--- config.mk ---
export PLATFORM = sky130hd
export DESIGN_NAME = mps_target_table
export DESIGN_NICKNAME = d
export VERILOG_FILES = /design/src/hdl/mps_pkg.sv /design/src/hdl/mps_target_table.sv
export VERILOG_INCLUDE_DIRS = /design/src /design/src/hdl
export SDC_FILE = /design/constraint.sdc
export NUM_CORES = 1
export LEC_CHECK = 0
export BUFFER_PORTS_ARGS = -buffer_cell sky130_fd_sc_hd__buf_2
export CAP_MARGIN = 20
export CORE_ASPECT_RATIO = 0.5
export CORE_MARGIN = 2
export CORE_UTILIZATION = 40
export DETAILED_ROUTE_END_ITERATION = 10
export GPL_TIMING_DRIVEN = 0
export HOLD_SLACK_MARGIN = 0.03
export PLACE_DENSITY = 0.56
export SLEW_MARGIN = 20
export SYNTH_ARGS = -nofsm -noshare
export SYNTH_HDL_FRONTEND = slang
export SYNTH_SLANG_ARGS = --single-unit
--- constraint.sdc ---
create_clock -name clk -period 13.55 [get_ports clk]
set_clock_uncertainty 0.15 [all_clocks]
set_input_delay 1.355 -clock clk [delete_from_list [all_inputs] [get_ports clk]]
set_output_delay 1.355 -clock clk [all_outputs]
set_load 0.05 [all_outputs]
--- src/hdl/md5_password_search_assert.svh ---
// assertion macros for the md5 password search block
// used by the top level and the target table
`ifndef MD5_PASSWORD_SEARCH_ASSERT_SVH
`define MD5_PASSWORD_SEARCH_ASSERT_SVH
// a condition that must hold on every clock edge out of reset
`define ASSERT_ALWAYS(label, cond, msg) \
  label: assert property (@(posedge clk) disable iff (rst) (cond)) else $error(msg);
// a condition that implies another on the next edge
`define ASSERT_NEXT(label, pre, post, msg) \
  label: assert property (@(posedge clk) disable iff (rst) (pre) |=> (post)) else $error(msg);
`endif

--- src/hdl/mps_pkg.sv ---
// shared types and constants for the md5 password search block
// no dependencies
package mps_pkg;
  typedef enum logic [1:0] {
    MODE_CLEAR = 2'd0,
    MODE_LOAD  = 2'd1,
    MODE_TEST  = 2'd2,
    MODE_NONE  = 2'd3
  } mode_t;

  typedef enum logic [1:0] {
    ST_OK    = 2'd0,
    ST_RANGE = 2'd1,
    ST_EMPTY = 2'd2
  } status_t;

  typedef enum logic [2:0] {
    S_IDLE, S_DIGITS, S_HASH, S_SCAN, S_DONE
  } state_t;

  // request to the md5 round unit and its answer
  typedef struct packed {
    logic        start;
    logic [63:0] text;
  } hash_req_t;

  typedef struct packed {
    logic         done;
    logic [127:0] digest;
  } hash_rsp_t;

  function automatic logic [31:0] round_k(input logic [5:0] i);
    logic [31:0] k;
    case (i)
      6'd0: k = 32'hd76aa478;  6'd1: k = 32'he8c7b756;  6'd2: k = 32'h242070db;
      6'd3: k = 32'hc1bdceee;  6'd4: k = 32'hf57c0faf;  6'd5: k = 32'h4787c62a;
      6'd6: k = 32'ha8304613;  6'd7: k = 32'hfd469501;  6'd8: k = 32'h698098d8;
      6'd9: k = 32'h8b44f7af;  6'd10: k = 32'hffff5bb1; 6'd11: k = 32'h895cd7be;
      6'd12: k = 32'h6b901122; 6'd13: k = 32'hfd987193; 6'd14: k = 32'ha679438e;
      6'd15: k = 32'h49b40821; 6'd16: k = 32'hf61e2562; 6'd17: k = 32'hc040b340;
      6'd18: k = 32'h265e5a51; 6'd19: k = 32'he9b6c7aa; 6'd20: k = 32'hd62f105d;
      6'd21: k = 32'h02441453; 6'd22: k = 32'hd8a1e681; 6'd23: k = 32'he7d3fbc8;
      6'd24: k = 32'h21e1cde6; 6'd25: k = 32'hc33707d6; 6'd26: k = 32'hf4d50d87;
      6'd27: k = 32'h455a14ed; 6'd28: k = 32'ha9e3e905; 6'd29: k = 32'hfcefa3f8;
      6'd30: k = 32'h676f02d9; 6'd31: k = 32'h8d2a4c8a; 6'd32: k = 32'hfffa3942;
      6'd33: k = 32'h8771f681; 6'd34: k = 32'h6d9d6122; 6'd35: k = 32'hfde5380c;
      6'd36: k = 32'ha4beea44; 6'd37: k = 32'h4bdecfa9; 6'd38: k = 32'hf6bb4b60;
      6'd39: k = 32'hbebfbc70; 6'd40: k = 32'h289b7ec6; 6'd41: k = 32'heaa127fa;
      6'd42: k = 32'hd4ef3085; 6'd43: k = 32'h04881d05; 6'd44: k = 32'hd9d4d039;
      6'd45: k = 32'he6db99e5; 6'd46: k = 32'h1fa27cf8; 6'd47: k = 32'hc4ac5665;
      6'd48: k = 32'hf4292244; 6'd49: k = 32'h432aff97; 6'd50: k = 32'hab9423a7;
      6'd51: k = 32'hfc93a039; 6'd52: k = 32'h655b59c3; 6'd53: k = 32'h8f0ccc92;
      6'd54: k = 32'hffeff47d; 6'd55: k = 32'h85845dd1; 6'd56: k = 32'h6fa87e4f;
      6'd57: k = 32'hfe2ce6e0; 6'd58: k = 32'ha3014314; 6'd59: k = 32'h4e0811a1;
      6'd60: k = 32'hf7537e82; 6'd61: k = 32'hbd3af235; 6'd62: k = 32'h2ad7d2bb;
      default: k = 32'heb86d391;
    endcase
    return k;
  endfunction

  function automatic logic [4:0] rot_amt(input logic [5:0] i);
    logic [4:0] r;
    case ({i[5:4], i[1:0]})
      4'h0: r = 5'd7;  4'h1: r = 5'd12; 4'h2: r = 5'd17; 4'h3: r = 5'd22;
      4'h4: r = 5'd5;  4'h5: r = 5'd9;  4'h6: r = 5'd14; 4'h7: r = 5'd20;
      4'h8: r = 5'd4;  4'h9: r = 5'd11; 4'ha: r = 5'd16; 4'hb: r = 5'd23;
      4'hc: r = 5'd6;  4'hd: r = 5'd10; 4'he: r = 5'd15; default: r = 5'd21;
    endcase
    return r;
  endfunction
endpackage

--- src/hdl/mps_target_table.sv ---
// target digest memory: one synchronous ram with registered read data
// depends on mps_pkg for nothing but style; valid bits live in the top level
module mps_target_table #(
  parameter int Slots = 16
) (
  input  logic                     clk,
  input  logic                     rst,
  input  logic                     wr_en,
  input  logic [$clog2(Slots)-1:0] wr_addr,
  input  logic [127:0]             wr_data,
  input  logic                     rd_en,
  input  logic [$clog2(Slots)-1:0] rd_addr,
  output logic [127:0]             rd_data
);
  import mps_pkg::*;
  `include "md5_password_search_assert.svh"

  logic [127:0] mem [Slots];
  logic         rd_en_q;

  always_ff @(posedge clk) begin
    if (wr_en) mem[wr_addr] <= wr_data;
    if (rd_en) rd_data <= mem[rd_addr];
  end

  always_ff @(posedge clk) begin
    if (rst) rd_en_q <= 1'b0;
    else rd_en_q <= rd_en;
  end

  // the scan never reads while a load is writing
  `ASSERT_ALWAYS(a_no_rw_overlap, !(wr_en && rd_en), "table read and write together")
  `ASSERT_NEXT(a_rd_tracks, rd_en, rd_en_q, "read enable not tracked")
endmodule

==> flow_summary.toml <==
[global_routing]
global_route.usage.total_pct = 20.1
grt_first_pass_wirelength_mm = 291
pin_count_of_the_biggest_net_entering_global_routing = 58
grt_pass1_vias = 39400
globalRouteOverflowTotal = 0
antenna_found_initial = 52

[synthesis]
post_synth_instance_area_um2 = 80700
post-synth-top-count-cell = "edfxtp_1"
post-synth-top-area-cell = "edfxtp_1"
ys_dominant_reg_cell = "edfxtp_1"
ys_top_cells_by_count = "edfxtp_1 (2,176), mux4_2 (477), a22oi_1 (215)"
post_synth_inst_count = 3357
ys_async_sr_fraction_pct = 0
synth_area_leaders = "edfxtp_1 (81%), mux4_2 (13%), a22oi_1 (2.0%), mux2_2 (0.89%), buf_2 (0.53%)"
number_of_flops_mapped_to_enable_cells_by_yosys = 2176
synthesis.nets = 3497
yosys_warnings = 0
synthDominantCellAreaShare_pct = 80.9
ys_types = 24
postSynthRegisterBits = 2176
seq_area_frac_synth_pct = 80.9
synth_area_per_cell_um2 = 24.0

[final_layout]
post_route_cells_drive_above_1_share_pct = 33.2
sequential_standard_cell_area_um2 = 65300
nFillCells = 16300
total_area_of_multi_input_combinational_cells_um2 = 14600
finish.utilization_pct = 47.2
nets_final = 4156
area.growth.synth_to_final_pct = 17.2

[drt]
drt-pass1-iter-count = 5
final_antenna_net_count = 0
dr_total_vias = 38400
drc = 0
detailed_route_wl_mm = 207
initial_drc_count = 4435
route.detailed.vias_per_inst = 5.62
routedWlPerCell_um = 30.3

[floorplan]
num_rows = 116
die_y_um = 322
fp.dieArea_um2 = 206000
floorplan.core_area_um2 = 200000
boundaryPins = 268
initial_core_util_pct = 40.3
die_w_um = 639

[sta]
finalCritPeriodShare_pct = 31.6
slew_headroom_pct = 23.9
slew_violations = 0
worstMarginPinSlew_ns = 1.14
setup_violations = 0
rsz0062_at_grt = "no"
fmax_mhz = 233
setup_total_negative_slack_ns = 0
layout_setup_ws_ns = 9.26
hold_viol_final = 0
post-route-min-period_ns = 4.29

[worst_hold_path]
worstHoldPathType = "reg2reg"

[pwr]
power.static_leakage_uw = 0.0303
power_uw = 13700
ir_worst_vdd_mv = 0.139
pwr_density_cell_nw_per_um2 = 145

[placement]
placement.setup.worst_slack_ns = 8.37
place_hpwl_mm = 135
finalWeightedCongestion = 0.713
place.port_buffers = 264

[worst_setup_path]
timing.critical_path.from_type = "input pin"
timing.critical_path.fanout_max = 8
crit_path_end_kind = "flip-flop"
critPathArrivalTime_ns = 4.66
cp_data_required_time_ns = 13.93
critical_path_class = "in2reg"

[cts]
cts_post_setup_buffers_inserted = 0
clkTransAtPathRegs_ns = 0.06
clock_sink_count = 2176
cts.root.buffer_cell = "clkbuf_16"
clk_latency_ns = 0.83
cts_tree = "done"
numCtsBuffers = 195
post_cts_sizing_count = 0
ctsHtreeMaxLevel = 4
cts_hold_buf = 0
clockBufferDepth = 3

[run_status]
outcome = "complete, no violations"

[run]
drv.max_cap_violation_count = 0
per-layer routing:
metal | share of wire, % | vias to the layer above | track usage [%]
met1 | 42 | 20900 | 27.7
li1 | - | 15800 | -
met4 | 2.0 | 20 | 4.30
met5 | 0.059 | - | 0
met2 | 50 | 1358 | 33.9
met3 | 6.4 | 303 | 3.45
cell usage in the layout, fill, tap and decap left out, drive strengths merged:
master	synthesis	layout
a221oi	12	12
a22oi	215	215
and2	3	3
buf	111	573
bufinv	0	6
clkbuf	65	314
clkinv	0	94
clkinvlp	0	2
diode	0	11
edfxtp	2176	2176
inv	0	1
mux2	64	64
mux2i	24	24
mux4	477	477
nand2	95	95
nand2b	16	16
nand3	1	1
nand3b	2	2
nor2	15	15
nor2b	29	29
nor3	4	4
o21ai	17	17
o221ai	23	23
o22a	6	6
or2	1	1
or3b	1	1
where the power goes:
group / switching, uW / internal (uW) / total [uW]
sequential: 45.6 / 7580 / 7630
combinational: 550 / 289 / 839
clock: 2370 / 2880 / 5240
final cells by class:
type	count	share of cell area, %
sequential	2176	69.0
multi-input combinational	1005	15.5
clock buffer	249	5.64
timing repair buffer	462	4.74
tap	2655	3.51
buffer	176	0.912
clock inverter	103	0.645
antenna	11	0.0291
critical path, cell delays in order:
cell	delay (ns)
buf_2	0.11
or3b_2	0.59
nor3_2	0.62
buf_4	0.33
buf_4	0.22
buf_4	0.21
buf_4	0.23
buf_4	0.19
buf_4	0.19
buf_4	0.22
buf_6	0.17
buf_4	0.18
cell families (layout without fill, tap and decap cells):
family                 count (synthesis)  after routing  synth area share (%)
muxes                                565            565                  14.5
and+or+nand+nor                      167            167                 0.952
DFF                                 2176           2176                  80.9
other                                  0             11                     0
buffers and inverters                176            990                  1.06
AOI/OAI and AO/OA                    273            273                  2.55
stage by stage:
stage / area (um^2) / hold WS [ns] / std cells
after floorplan: 80700 / 0.560 / 3357
after global placement: 85400 / 0.577 / 6276
after detailed placement: 88700 / 0.579 / 6474
after CTS: 94600 / 0.592 / 6826
after global routing: 94600 / 0.627 / 6832
final: 94600 / 0.586 / 6837
path summary, 6_finish.rpt:
| kind | start | end | slack (ns) | cells after the start |
|---|---|---|---|---|
| worst max register to register | mem[7][2] | rd_data[2] | 11.76 | 3 |
| worst max-delay path | wr_addr[2] | mem[0][99] | 9.26 | 12 |
| worst min register to register | mem[15][70] | rd_data[70] | 0.59 | 3 |
| worst min-delay path | mem[15][70] | rd_data[70] | 0.59 | 3 |
registers in the layout, summed over array words and instances (netlist names):
name,count
mem,2048
rd_data,128
Power figures use the tool's default switching activity.
