===== config.mk =====
export PLATFORM = sky130hd
export DESIGN_NAME = mps_md5_round
export DESIGN_NICKNAME = d
export VERILOG_FILES = /design/src/hdl/md5_password_search_assert.svh /design/src/hdl/mps_pkg.sv /design/src/hdl/mps_md5_round.sv
export SDC_FILE = /design/constraint.sdc
export NUM_CORES = 1
export LEC_CHECK = 0
export BUFFER_PORTS_ARGS = -buffer_cell sky130_fd_sc_hd__clkbuf_2
export CORE_UTILIZATION = 27
export CTS_BUF_LIST = sky130_fd_sc_hd__clkbuf_2
export DETAILED_ROUTE_END_ITERATION = 10
export PLACE_DENSITY = 0.43
export SLEW_MARGIN = 0
export SYNTH_ARGS = -nofsm -noshare
export SYNTH_HDL_FRONTEND = slang
export SYNTH_SLANG_ARGS = --single-unit

===== constraint.sdc =====
create_clock -name clk -period 21.3 [get_ports clk]
set_clock_uncertainty 0.05 [all_clocks]
set_input_delay 2.13 -clock clk [delete_from_list [all_inputs] [get_ports clk]]
set_output_delay 2.13 -clock clk [all_outputs]
set_load 0.05 [all_outputs]

===== src/hdl/md5_password_search_assert.svh =====
// assertion macros for the md5 password search block
// used by the top level and the target table
`ifndef MD5_PASSWORD_SEARCH_ASSERT_SVH
`define MD5_PASSWORD_SEARCH_ASSERT_SVH
// a condition that must hold on every clock edge out of reset
`define ASSERT_ALWAYS(label, cond, msg) \
  label: assert property (@(posedge clk) disable iff (rst) (cond)) else $error(msg);
// a condition that implies another on the next edge
`define ASSERT_NEXT(label, pre, post, msg) \
  label: assert property (@(posedge clk) disable iff (rst) (pre) |=> (post)) else $error(msg);
`endif


===== src/hdl/mps_pkg.sv =====
// shared types and constants for the md5 password search block
// no dependencies
package mps_pkg;
  typedef enum logic [1:0] {
    MODE_CLEAR = 2'd0,
    MODE_LOAD  = 2'd1,
    MODE_TEST  = 2'd2,
    MODE_NONE  = 2'd3
  } mode_t;

  typedef enum logic [1:0] {
    ST_OK    = 2'd0,
    ST_RANGE = 2'd1,
    ST_EMPTY = 2'd2
  } status_t;

  typedef enum logic [2:0] {
    S_IDLE, S_DIGITS, S_HASH, S_SCAN, S_DONE
  } state_t;

  // request to the md5 round unit and its answer
  typedef struct packed {
    logic        start;
    logic [63:0] text;
  } hash_req_t;

  typedef struct packed {
    logic         done;
    logic [127:0] digest;
  } hash_rsp_t;

  function automatic logic [31:0] round_k(input logic [5:0] i);
    logic [31:0] k;
    case (i)
      6'd0: k = 32'hd76aa478;  6'd1: k = 32'he8c7b756;  6'd2: k = 32'h242070db;
      6'd3: k = 32'hc1bdceee;  6'd4: k = 32'hf57c0faf;  6'd5: k = 32'h4787c62a;
      6'd6: k = 32'ha8304613;  6'd7: k = 32'hfd469501;  6'd8: k = 32'h698098d8;
      6'd9: k = 32'h8b44f7af;  6'd10: k = 32'hffff5bb1; 6'd11: k = 32'h895cd7be;
      6'd12: k = 32'h6b901122; 6'd13: k = 32'hfd987193; 6'd14: k = 32'ha679438e;
      6'd15: k = 32'h49b40821; 6'd16: k = 32'hf61e2562; 6'd17: k = 32'hc040b340;
      6'd18: k = 32'h265e5a51; 6'd19: k = 32'he9b6c7aa; 6'd20: k = 32'hd62f105d;
      6'd21: k = 32'h02441453; 6'd22: k = 32'hd8a1e681; 6'd23: k = 32'he7d3fbc8;
      6'd24: k = 32'h21e1cde6; 6'd25: k = 32'hc33707d6; 6'd26: k = 32'hf4d50d87;
      6'd27: k = 32'h455a14ed; 6'd28: k = 32'ha9e3e905; 6'd29: k = 32'hfcefa3f8;
      6'd30: k = 32'h676f02d9; 6'd31: k = 32'h8d2a4c8a; 6'd32: k = 32'hfffa3942;
      6'd33: k = 32'h8771f681; 6'd34: k = 32'h6d9d6122; 6'd35: k = 32'hfde5380c;
      6'd36: k = 32'ha4beea44; 6'd37: k = 32'h4bdecfa9; 6'd38: k = 32'hf6bb4b60;
      6'd39: k = 32'hbebfbc70; 6'd40: k = 32'h289b7ec6; 6'd41: k = 32'heaa127fa;
      6'd42: k = 32'hd4ef3085; 6'd43: k = 32'h04881d05; 6'd44: k = 32'hd9d4d039;
      6'd45: k = 32'he6db99e5; 6'd46: k = 32'h1fa27cf8; 6'd47: k = 32'hc4ac5665;
      6'd48: k = 32'hf4292244; 6'd49: k = 32'h432aff97; 6'd50: k = 32'hab9423a7;
      6'd51: k = 32'hfc93a039; 6'd52: k = 32'h655b59c3; 6'd53: k = 32'h8f0ccc92;
      6'd54: k = 32'hffeff47d; 6'd55: k = 32'h85845dd1; 6'd56: k = 32'h6fa87e4f;
      6'd57: k = 32'hfe2ce6e0; 6'd58: k = 32'ha3014314; 6'd59: k = 32'h4e0811a1;
      6'd60: k = 32'hf7537e82; 6'd61: k = 32'hbd3af235; 6'd62: k = 32'h2ad7d2bb;
      default: k = 32'heb86d391;
    endcase
    return k;
  endfunction

  function automatic logic [4:0] rot_amt(input logic [5:0] i);
    logic [4:0] r;
    case ({i[5:4], i[1:0]})
      4'h0: r = 5'd7;  4'h1: r = 5'd12; 4'h2: r = 5'd17; 4'h3: r = 5'd22;
      4'h4: r = 5'd5;  4'h5: r = 5'd9;  4'h6: r = 5'd14; 4'h7: r = 5'd20;
      4'h8: r = 5'd4;  4'h9: r = 5'd11; 4'ha: r = 5'd16; 4'hb: r = 5'd23;
      4'hc: r = 5'd6;  4'hd: r = 5'd10; 4'he: r = 5'd15; default: r = 5'd21;
    endcase
    return r;
  endfunction
endpackage


===== src/hdl/mps_md5_round.sv =====
// md5 round unit: one round per cycle over a single padded block
// depends on mps_pkg; message words come from the packed candidate text
module mps_md5_round #(
  parameter int PasswordLength = 6
) (
  input  logic              clk,
  input  logic              rst,
  input  mps_pkg::hash_req_t req,
  output mps_pkg::hash_rsp_t rsp
);
  import mps_pkg::*;

  localparam logic [31:0] BitLen = 32'(PasswordLength * 8);

  logic [31:0] a, b, c, d;
  logic [5:0]  rnd;
  logic        busy;
  logic        done_q;
  logic [127:0] dg;
  logic [31:0] w [16];
  logic [31:0] f, wg, sum, rot;
  logic [3:0]  g;
  logic [4:0]  s;

  // block words: text is little-endian bytes, first char in byte 0
  always_comb begin
    for (int j = 0; j < 16; j++) w[j] = '0;
    for (int j = 0; j < PasswordLength; j++)
      w[j / 4][(j % 4) * 8 +: 8] = req.text[j * 8 +: 8];
    w[PasswordLength / 4][(PasswordLength % 4) * 8 +: 8] = 8'h80;
    w[14] = BitLen;
  end

  always_comb begin
    case (rnd[5:4])
      2'd0: begin f = (b & c) | (~b & d); g = rnd[3:0]; end
      2'd1: begin f = (d & b) | (~d & c); g = 4'(rnd * 5 + 1); end
      2'd2: begin f = b ^ c ^ d;          g = 4'(rnd * 3 + 5); end
      default: begin f = c ^ (b | ~d);    g = 4'(rnd * 7); end
    endcase
    wg  = w[g];
    s   = rot_amt(rnd);
    sum = a + f + round_k(rnd) + wg;
    rot = (sum << s) | (sum >> (6'd32 - {1'b0, s}));
  end

  // text must be held by the caller for the whole hash
  always_ff @(posedge clk) begin
    if (rst) begin
      busy   <= 1'b0;
      rnd    <= '0;
      done_q <= 1'b0;
    end else begin
      done_q <= 1'b0;
      if (req.start) begin
        busy <= 1'b1;
        rnd  <= '0;
        a <= 32'h67452301; b <= 32'hefcdab89;
        c <= 32'h98badcfe; d <= 32'h10325476;
      end else if (busy) begin
        a <= d; d <= c; c <= b; b <= b + rot;
        rnd <= rnd + 6'd1;
        if (rnd == 6'd63) begin
          busy   <= 1'b0;
          done_q <= 1'b1;
        end
      end
    end
  end

  logic [31:0] st0, st1, st2, st3;
  assign st0 = 32'h67452301 + a;
  assign st1 = 32'hefcdab89 + b;
  assign st2 = 32'h98badcfe + c;
  assign st3 = 32'h10325476 + d;
  // digest byte 0 is low byte of st0, placed most significant
  always_comb begin
    for (int j = 0; j < 4; j++) begin
      dg[127 - j * 8 -: 8] = st0[j * 8 +: 8];
      dg[95 - j * 8 -: 8]  = st1[j * 8 +: 8];
      dg[63 - j * 8 -: 8]  = st2[j * 8 +: 8];
      dg[31 - j * 8 -: 8]  = st3[j * 8 +: 8];
    end
  end

  assign rsp = {done_q, dg};
endmodule


==> results of run 1 <==
[per-stage QoR]
| stage | area [sq um] | utilization [%] | setup slack (ps) | cells |
|---|---|---|---|---|
| floorplan | 21500 | - | 11120 | 2812 |
| global placement | 23200 | 29.5 | 9130 | 3859 |
| detailed placement | 23200 | 29.5 | 8920 | 3859 |
| CTS | 23500 | 29.7 | 8940 | 3891 |
| global route | 23500 | 29.7 | 8180 | 3892 |
| finish | 23500 | 29.7 | 8790 | 3893 |
[final cells by class]
type	count	area (sq um)
fill	8579	55400
multi-input combinational	2326	15600
antenna	2	5.00
clock buffer	17	85.1
tap	1050	1310
sequential	173	4750
clock inverter	15	128
timing repair buffer	221	1210
inverter	89	334
[path summary, 6_finish.rpt]
check / from / endpoint / slack, ps / cells past startpoint
worst max-delay path: rnd[0]$_SDFFE_PP0P_ / b[30]$_SDFFCE_PP1P_ / 8790 / 40
worst min-delay path: busy$_SDFF_PP0_ / done_q$_SDFF_PP0_ / 680 / 1
worst max register to register: rnd[0]$_SDFFE_PP0P_ / b[30]$_SDFFCE_PP1P_ / 8790 / 40
worst min register to register: busy$_SDFF_PP0_ / done_q$_SDFF_PP0_ / 680 / 1
[cells in the mapped netlist (11+ instances only)]
cell type and n:
o211ai_1 57, nand3_1 49, o21ai_0 265, and2_1 24, inv_1 83, a31oi_1 60, nor2b_1 60, o221ai_1 19
edfxtp_1 128, xor2_1 72, clkbuf_1 189, a22oi_1 13, or2_2 86, a211oi_1 52, nand4_1 13, o31ai_1 12
nand2b_1 33, mux2i_1 52, o21a_1 16, fa_1 65, o22ai_1 11, xnor2_1 149, and3_1 19, nor3_1 52
dfxtp_1 45, mux4_2 17, a221oi_1 11, a21oi_1 257, buf_1 27, a21o_1 31, nand2_1 304, nor2_1 268
ha_1 91
[cell families (layout without fill, tap and decap cells)]
group,Yosys count,after routing
XOR/XNOR,222,222
AND/OR/NAND/NOR,945,945
AO/OA/AOI/OAI,924,924
multiplexers,78,78
other,0,2
buffers and inverters,313,342
adder cells (fa/ha/maj),157,157
flip-flops,173,173
[cells in the final DEF (no fill, tap or decap), drive strengths merged, types with 65 or more instances in the layout]
cell type and count:
nand2 305, o21ai 277, nor2 268, a21oi 258
clkbuf 195, xnor2 150, edfxtp 128, inv 94
ha 91, or2 87, xor2 72, fa 65
[metal layers]
layer,global-route usage (%),vias up
li1,-,10100
met1,32.1,10500
met2,33.0,886
met3,3.99,104
met4,7.19,0
met5,0,-
[worst reg2reg max path: cells and delay by family (launching register included)]
kind,cells,cell delay [ps]
compound gates,16,4970
fa+ha+maj,8,2990
simple gates,7,1730
mux,3,1350
flops,1,630
buf+inv,5,460
xor+xnor,1,170
==> metrics.md, run 1 <==
| Metric | Value |
|---|---|
| Post-CTS Setup Inserts | `0` |
| Mean routed wirelength per cell | `23.6 microns` |
| Min Tclk post-route | `12510 ps` |
| Mapped cell area | `0.0215 sq mm` |
| Die width | `284 microns` |
| Clock tree buffer depth | `2` |
| Clock net sink count | `173` |
| Top cell type's share of synthesized area | `17.9%` |
| Critical Path AT | `13300 ps` |
| Status | `completed` |
| Synth Area in Simple Gates | `20.5%` |
| Worst hold-check path type | `reg2reg` |
| Mapped Cells | `2812` |
| Hold WS | `679 ps` |
| DR iter-0 viols | `2279` |
| Slew headroom | `20.6%` |
| Post-synth EDFFs | `128` |
| Area Growth Syn to Fin | `9.15%` |
| CTS root buf | `clkbuf_2` |
| Drt pass-1 iters | `6` |
| CP max stage delay | `940 ps` |
| Finish-stage setup viols | `0` |
| Total congestion overflow | `0` |
| NumNets Final | `3051` |
| CTS tree | `yes` |
| Crit path max-delay family | `compound AO/OA/AOI/OAI gates` |
| Starting density of the core | `27.2%` |
| TritonCTS buffer count | `17` |
| Area contributors post-synth | `edfxtp_1, o21ai_0, xnor2_1` |
| Critical Path End Type | `register` |
| Dpl hpwl | `69100 microns` |
| RSZ-0062 raised after global routing | `false` |
| Critical Path RT | `22090 ps` |
| Synth Area in XOR/XNOR | `9.08%` |
| I/O Buffers | `179` |
| Worst setup SP type | `register` |
| Largest net degree at the start of global routing | `95` |
| Number of global-route vias before repair | `20200` |
| Avg Cell Area, Syn | `7.64 sq um` |
| Met1 WL | `43600 microns` |
| Final hold violation count | `0` |
| Post-Synth Adder-Cell Area | `11.4%` |
| Setup TNS | `0 ps` |
| Slew Limit Fails | `0` |
| Initial antenna violation count | `3` |
| Met2 WL | `39300 microns` |
| H-tree Lvls | `4` |
| Share of layout cells above drive strength 1 | `14.1%` |
| First-pass GRT wire length | `135000 microns` |
| Area of the die | `0.0807 sq mm` |
| Die Ht | `284 microns` |
| Dominant combinational cell family by area after synthesis | `compound AO/OA/AOI/OAI gates` |
| CP Class | `reg2reg` |
| # IOs | `196` |
| Fin crit share | `58.7%` |
| Drt drc | `0` |
| Post-CTS Hold Fix Bufs | `0` |
| Post-synthesis mux area share | `4.69%` |
| Post-DRT Antenna Nets | `0` |
| Routed wire length | `91900 microns` |
| Max cap viols | `0` |
| Top sig layer | `met4` |
| Least-Margin Pin Slew | `1190 ps` |
| Yosys cell types | `90` |
| GP Congestion | `0.932` |
| GRT Overall Usage | `22.2%` |
| Core area | `0.0789 sq mm` |
| Top_reg_cell synth | `edfxtp_1` |
| Asr flop ratio synth | `0%` |
| Routed wl met3 | `6270 microns` |
| CP bufs+invs | `5` |
| Share of the yosys chip area belonging to registers | `22.1%` |
| Clk_lat worst skew | `1070 ps` |
| Ys Warns | `0` |
| Synth Area in Compound Gates | `26.7%` |
| Vias | `21600` |
| Synth area leader | `edfxtp_1` |
| CP max-delay cell | `a2111oi_0` |
| Syn nets | `3035` |
| Critical path peak fanout | `17` |
| Fmax achieved | `79.9 MHz` |
| Clk slew on worst S/H paths | `330 ps` |
| Number of cell rows | `103` |
| Vias/cell | `5.55` |
| FF+latch count, synth | `173` |
| Resize count post-CTS | `0` |
Power of run 1 is not shown: default switching activity piles up to over one toggle a cycle in this logic, so the estimate is an artifact.
==> run 2, diff against run 1 <==
Settings changed: PLACE_DENSITY 0.43 to 0.45.
Clock period 21.3 ns to 10.65 ns, I/O delays scaled along.
==> run 2 against run 1 <==
Net effect: wire length is 0.66% higher; first-iteration DRC count shrank 1.1%; cell count is 5.0% higher; largest cell class unchanged; core utilization increased by 2.3 points; worst hold slack got worse by 410 ps; clock-buffer cell count unchanged; die area stayed put; critical path type unchanged; sequential share of layout area fell by 1.4 points; final area rose by 7.8%; non-clock buffer count is 196 higher; flip-flop and latch count unchanged.
==> metrics.md, run 2 (synthesis results as in run 1) <==
| Metric | Value |
|---|---|
| Clock tree buffer depth | `2 (unchanged)` |
| CP max stage delay | `530 ps (-410 ps)` |
| Critical Path End Type | `register` |
| Critical path peak fanout | `15 (-2)` |
| Fin util | `32.1% (+2.3 points)` |
| Critical Path AT | `10990 ps (-2310 ps)` |
| NumNets Final | `3247 (+6.4%)` |
| Slew Limit Fails | `0 (unchanged)` |
| First-pass GRT wire length | `139000 microns (+2.6%)` |
| Area Growth Syn to Fin | `17.7%` |
| Initial antenna violation count | `5 (+2)` |
| Starting density of the core | `27.2% (unchanged)` |
| R2r setup slk | `440 ps (-8350 ps)` |
| Core area | `0.0789 sq mm (unchanged)` |
| H-tree Lvls | `4 (unchanged)` |
| Clk_lat worst skew | `1070 ps (about the same)` |
| DR iter-0 viols | `2255 (-1.1%)` |
| TritonCTS buffer count | `17 (unchanged)` |
| Mean routed wirelength per cell | `22.6 microns (-4.1%)` |
| GRT Overall Usage | `22.5% (+0.31 points)` |
| Finish-stage setup viols | `0 (unchanged)` |
| Die width | `284 microns (unchanged)` |
| GP Congestion | `0.926 (-0.70%)` |
| Vias/cell | `5.49 (-1.2%)` |
| Drt drc | `0 (unchanged)` |
| Min Tclk post-route | `10210 ps (-2300 ps)` |
| Status | `completed` |
| Fmax achieved | `97.9 MHz (+23%)` |
| Drt pass-1 iters | `6 (unchanged)` |
| DP Worst Slack | `-159 ps (-9080 ps)` |
| Die Ht | `284 microns (unchanged)` |
| Placed Area | `0.0247 sq mm (+6.1%)` |
| Non-Filler Instances | `4088 (+5.0%)` |
| # IOs | `196 (unchanged)` |
| Max cap viols | `0 (unchanged)` |
| Worst hold-check path type | `in2reg` |
| Critical Path RT | `11430 ps (-10660 ps)` |
| Clk slew on worst S/H paths | `280 ps (-50 ps)` |
| Post-DRT Antenna Nets | `0 (unchanged)` |
| Area of the die | `0.0807 sq mm (unchanged)` |
| Clock net sink count | `173 (unchanged)` |
| Least-Margin Pin Slew | `1110 ps (-77.0 ps)` |
| Number of cell rows | `103 (unchanged)` |
| Routed wire length | `92500 microns (+0.66%)` |
| I/O Buffers | `179 (unchanged)` |
| CTS root buf | `clkbuf_2` |
| Commonest cells after routing, fill and taps aside | `nand2_1, nor2_1, o21ai_0, a21oi_1, buf_4` |
| Worst setup SP type | `register` |
| Final WS setup | `438 ps (-8350 ps)` |
| Vias | `22400 (+3.7%)` |
| Slew headroom | `25.7% (+5.1 points)` |
| CP max-delay cell | `fa_1` |
| Number of global-route vias before repair | `21300 (+5.5%)` |
| Dpl hpwl | `70900 microns (+2.5%)` |
| Largest net degree at the start of global routing | `95 (unchanged)` |
| CP dominant cell by count | `buf_4` |
| CTS tree | `yes` |
| Fin area | `0.0253 sq mm (+7.8%)` |
| Commonest non-fill, non-tap cell in the layout | `nand2_1` |
| Total congestion overflow | `0 (unchanged)` |
| Placed Instances | `4046 (+4.8%)` |
| Share of layout cells above drive strength 1 | `21.3% (+7.2 points)` |
| CP Class | `reg2reg` |
| Fin crit share | `95.9% (+37 points)` |
| Final hold violation count | `0 (unchanged)` |
-- run 2: cell count changes in the layout (fill, tap and decap cells not counted), sizes merged --
| cell | previous run | this run |
|---|---|---|
| diode | 2 | 1 |
| buf | 43 | 239 |
| clkinvlp | 3 | 2 |
| bufinv | 0 | 2 |
| clkinv | 7 | 6 |
-- run 2: layer usage --
layer  wire length (microns)  GRT usage, %  vias to the layer above  share of wire (%)
met5                       0             0                        -                  0
met4                    1830          5.43                        0                2.0
met3                    5680          3.48                       80                6.1
met2                   40600          34.3                      906                 44
met1                   44400          32.9                    10900                 48
li1                        -             -                    10500                  -
-- run 2: per-stage QoR --
| stage | TNS (ps) | hold slack, ps |
|---|---|---|
| 2_1_floorplan | 0 | 547 |
| 3_3_place_gp | -129 | 628 |
| 3_5_place_dp | -159 | 624 |
| 4_1_cts | 0 | 62.9 |
| 5_1_grt | -94.0 | 133 |
| 6_report | 0 | 270 |
-- run 2: path summary, 6_finish.rpt --
kind / start / end / depth (start not counted)
max: rnd[0]$_SDFFE_PP0P_ / b[31]$_SDFFCE_PP1P_ / 44
min: rst / done_q$_SDFF_PP0_ / 2
min reg2reg: c[31]$_SDFFCE_PP1P_ / d[31]$_SDFFCE_PP0P_ / 1
max reg2reg: rnd[0]$_SDFFE_PP0P_ / b[31]$_SDFFCE_PP1P_ / 44
-- run 2: repair_timing --
item | in CTS | in global routing
pin swaps | 0 | 14
endpoints found under the setup margin | 3 | 7
gates resized for setup | 7 | 59
setup buffers | 0 | 9
hold buffers | 0 | 0
-- run 2: worst max-delay path: cells and delay by family (launching register included) --
family / cells / cell delay, ps
xor+xnor: 1 / 200
fa+ha+maj: 6 / 2350
flops: 1 / 400
simple gates: 8 / 1570
mux: 3 / 770
buf+inv: 10 / 1440
compound gates: 16 / 3220
-- run 2: layout make-up --
cell class | count | area, sq um
Multi-Input combinational cell | 2326 | 15900
Clock buffer | 17 | 85.1
Sequential cell | 173 | 4750
Fill cell | 8554 | 53600
Inverter | 89 | 334
Antenna cell | 1 | 2.50
Clock inverter | 15 | 175
Timing Repair Buffer | 417 | 2710
Tap cell | 1050 | 1310
Power of run 2 is left out for the same reason.
==> run 3, diff against run 2 <==
Settings changed: ABC_AREA from default to 1, CTS_CLUSTER_SIZE from default to 24.
==> run 3 against run 2 <==
Net effect: the flow now finishes with violations (design-rule violations); global-route usage rose by 1.6 points; clock-buffer cell count did not move; core utilization fell by 2.1 points; worst hold slack improved by 24 ps; synthesized area rose by 3.9%; final area fell by 2.9%; fmax rose by 5.8%; die area rose by 3.9%.
==> metrics.md, run 3 <==
| Metric | Value |
|---|---|
| Logic pwr share | `83.8%` |
| CP max stage delay | `570 ps (+40 ps)` |
| Area of the die | `0.0839 sq mm (+3.9%)` |
| GP Congestion | `0.956 (+3.3%)` |
| Non-Filler Instances | `4693 (+15%)` |
| RSZ-0062 raised after global routing | `false` |
| Clock tree buffer depth | `2 (unchanged)` |
| CP max-delay cell | `dfxtp_1` |
| Synth area leader | `edfxtp_1` |
| H-tree Lvls | `4 (unchanged)` |
| First-pass GRT wire length | `150000 microns (+7.7%)` |
| Share of the yosys chip area belonging to registers | `21.2% (-0.83 points)` |
| Mapped cell area | `0.0223 sq mm (+3.9%)` |
| # IOs | `196 (unchanged)` |
| Sw Share | `63.9%` |
| Worst setup SP type | `register` |
| Total congestion overflow | `0 (unchanged)` |
| Routed wire length | `102000 microns (+11%)` |
| Top cell type's share of synthesized area | `17.2% (-0.67 points)` |
| Critical Path AT | `10430 ps (-560 ps)` |
| Starting density of the core | `27.2% (about the same)` |
| Vias | `24500 (+9.1%)` |
| Critical Path RT | `11420 ps (about the same)` |
| Largest net degree at the start of global routing | `69 (-27%)` |
| Mean routed wirelength per cell | `21.8 microns (-3.7%)` |
| CP Class | `reg2reg` |
| Clk pwr share | `4.4%` |
| Area contributors post-synth | `edfxtp_1, nand2_1, nand3_1` |
| Final hold violation count | `0 (unchanged)` |
| Dpl hpwl | `82100 microns (+16%)` |
| GRT Overall Usage | `24.1% (+1.6 points)` |
| Slew headroom | `28.0% (+2.3 points)` |
| I/O Buffers | `179 (unchanged)` |
| Post-CTS Setup Inserts | `0 (unchanged)` |
| Post-synth top cells | `nand2_1, inv_1, nand3_1, nor2_1, a21oi_1` |
| Fmax achieved | `104 MHz (+5.8%)` |
| Avg Cell Area, Syn | `6.38 sq um (-17%)` |
| Fin crit share | `90.7% (-5.2 points)` |
| Asr flop ratio synth | `0% (unchanged)` |
| Clk slew on worst S/H paths | `390 ps (+110 ps)` |
| Yosys cell types | `68 (-24%)` |
| Syn nets | `3726 (+23%)` |
| CTS tree | `yes` |
| Commonest cells after routing, fill and taps aside | `nand2_1, inv_1, nand3_1, nor2_1, a21oi_1` |
| TritonCTS buffer count | `17 (unchanged)` |
| Min Tclk post-route | `9660 ps (-557 ps)` |
| Clk_lat worst skew | `1150 ps (+80 ps)` |
| Cell Pwr Density | `394 mW/mm^2` |
| NumNets Final | `3831 (+18%)` |
| Pleak | `0.0117 uW` |
| FF+latch count, synth | `173 (unchanged)` |
| Number of global-route vias before repair | `23000 (+8.1%)` |
| Fin area | `0.0246 sq mm (-2.9%)` |
| Failing checks | `design-rule violations` |
| Setup TNS | `0 ps (unchanged)` |
| Initial antenna violation count | `4 (-1)` |
| Slew Limit Fails | `0 (unchanged)` |
| DR iter-0 viols | `2310 (+2.4%)` |
| Sequential share of power | `11.8%` |
| Core area | `0.0820 sq mm (+3.9%)` |
| Critical Path End Type | `register` |
| Ys Warns | `0 (unchanged)` |
| Post-synth EDFFs | `128 (unchanged)` |
| Internal power | `3500 uW` |
| Post-DRT Antenna Nets | `0 (unchanged)` |
| Least-Margin Pin Slew | `1080 ps (-35.8 ps)` |
| Die Ht | `290 microns (+1.9%)` |
| Placed Instances | `4659 (+15%)` |
| Vias/cell | `5.22 (-4.9%)` |
| Drt drc | `1 (+1)` |
| Top_reg_cell synth | `edfxtp_1` |
| Critical path peak fanout | `7 (-8)` |
| Top-count cell post-synth | `nand2_1` |
| Die width | `290 microns (+1.9%)` |
| Share of layout cells above drive strength 1 | `10.7% (-11 points)` |
| Status | `finished with violations` |
| Finish-stage setup viols | `0 (unchanged)` |
| Area Growth Syn to Fin | `9.99%` |
| CTS root buf | `clkbuf_2` |
| Mapped Cells | `3503 (+25%)` |
| Placed Area | `0.0243 sq mm (-1.5%)` |
| Max cap viols | `0 (unchanged)` |
| Commonest non-fill, non-tap cell in the layout | `nand2_1` |
| Drt pass-1 iters | `10 (+4)` |
| Maximum vdd ir drop | `150 uV` |
| Net Switching | `6180 uW` |
| Number of cell rows | `105 (+1.9%)` |
| Worst hold-check path type | `in2reg` |
| Clock net sink count | `173 (unchanged)` |
==> run 3: power groups by stage <==
stage | registers (uW) | clock network (uW) | logic (uW)
CTS | 1150 | 448 | 8060
global route | 1160 | 458 | 9060
global placement | 1160 | 0 | 8020
finish | 1140 | 428 | 8110
detailed placement | 1160 | 0 | 8010
floorplan | 1040 | 0 | 5880
==> run 3: worst paths after layout <==
kind | slack, ps | from | end | depth (start not counted)
setup / recovery | 990 | rnd[1]$_SDFFE_PP0P_ | b[22]$_SDFFCE_PP1P_ | 48
hold / removal | 290 | rst | a[28]$_SDFFCE_PP0P_ | 2
setup reg to reg | 990 | rnd[1]$_SDFFE_PP0P_ | b[22]$_SDFFCE_PP1P_ | 48
hold reg to reg | 600 | c[2]$_SDFFCE_PP1P_ | d[2]$_SDFFCE_PP1P_ | 2
==> run 3: stage by stage <==
step           setup WS [ps]  hold slack [ps]  power [uW]  utilization [%]
3_3_place_gp             775              572        9180             29.6
6_report                 994              294        9680             30.0
4_1_cts                  715              133        9650             29.9
3_5_place_dp             805              578        9170             29.6
2_1_floorplan           2970              516        6920                -
5_1_grt                  143              216       10700             30.0
==> run 3: area by class of cell <==
class / instances / area [sq um]
fillers: 9346 / 57400
flip-flops and latches: 173 / 4750
well taps: 1070 / 1340
repair buffers: 218 / 1190
multi-input cells: 2741 / 15300
clock inverters: 15 / 175
clock buffers: 17 / 85.1
diodes: 2 / 5.00
inverters: 457 / 1720
==> run 3: worst max-delay path, delay by kind of cell (launching register included) <==
| family | cells | cell delay, ps |
|---|---|---|
| simple gates | 21 | 2760 |
| compound gates | 10 | 1950 |
| flops | 1 | 570 |
| buf+inv | 9 | 980 |
| fa+ha+maj | 8 | 3090 |
==> run 3: layer usage <==
layer  GRT usage, %  up-vias  share of wire, %
met4           7.08        2               2.6
met1           33.2    11700                47
met3           3.62      143               5.8
met2           38.8      820                45
met5              0        -             0.013
li1               -    11900                 -
==> run 3: cells by family after synthesis <==
family | Yosys count | synth area share (%)
DFF | 173 | 21.2
adders and majority gates | 156 | 10.9
muxes | 1 | 0.0448
AOI/OAI and AO/OA | 625 | 16.8
and+or+nand+nor | 1834 | 35.7
buffers and inverters | 589 | 10.3
xor gates and xnor gates | 125 | 4.94
==> run 3: what timing repair did <==
| item | in CTS | in global routing |
|---|---|---|
| resized for setup | 0 | 4 |
| hold buffers | 0 | 0 |
| hold endpoints to repair | 0 | 0 |
| setup endpoints to repair | 0 | 2 |
Power figures use the tool's default switching activity.
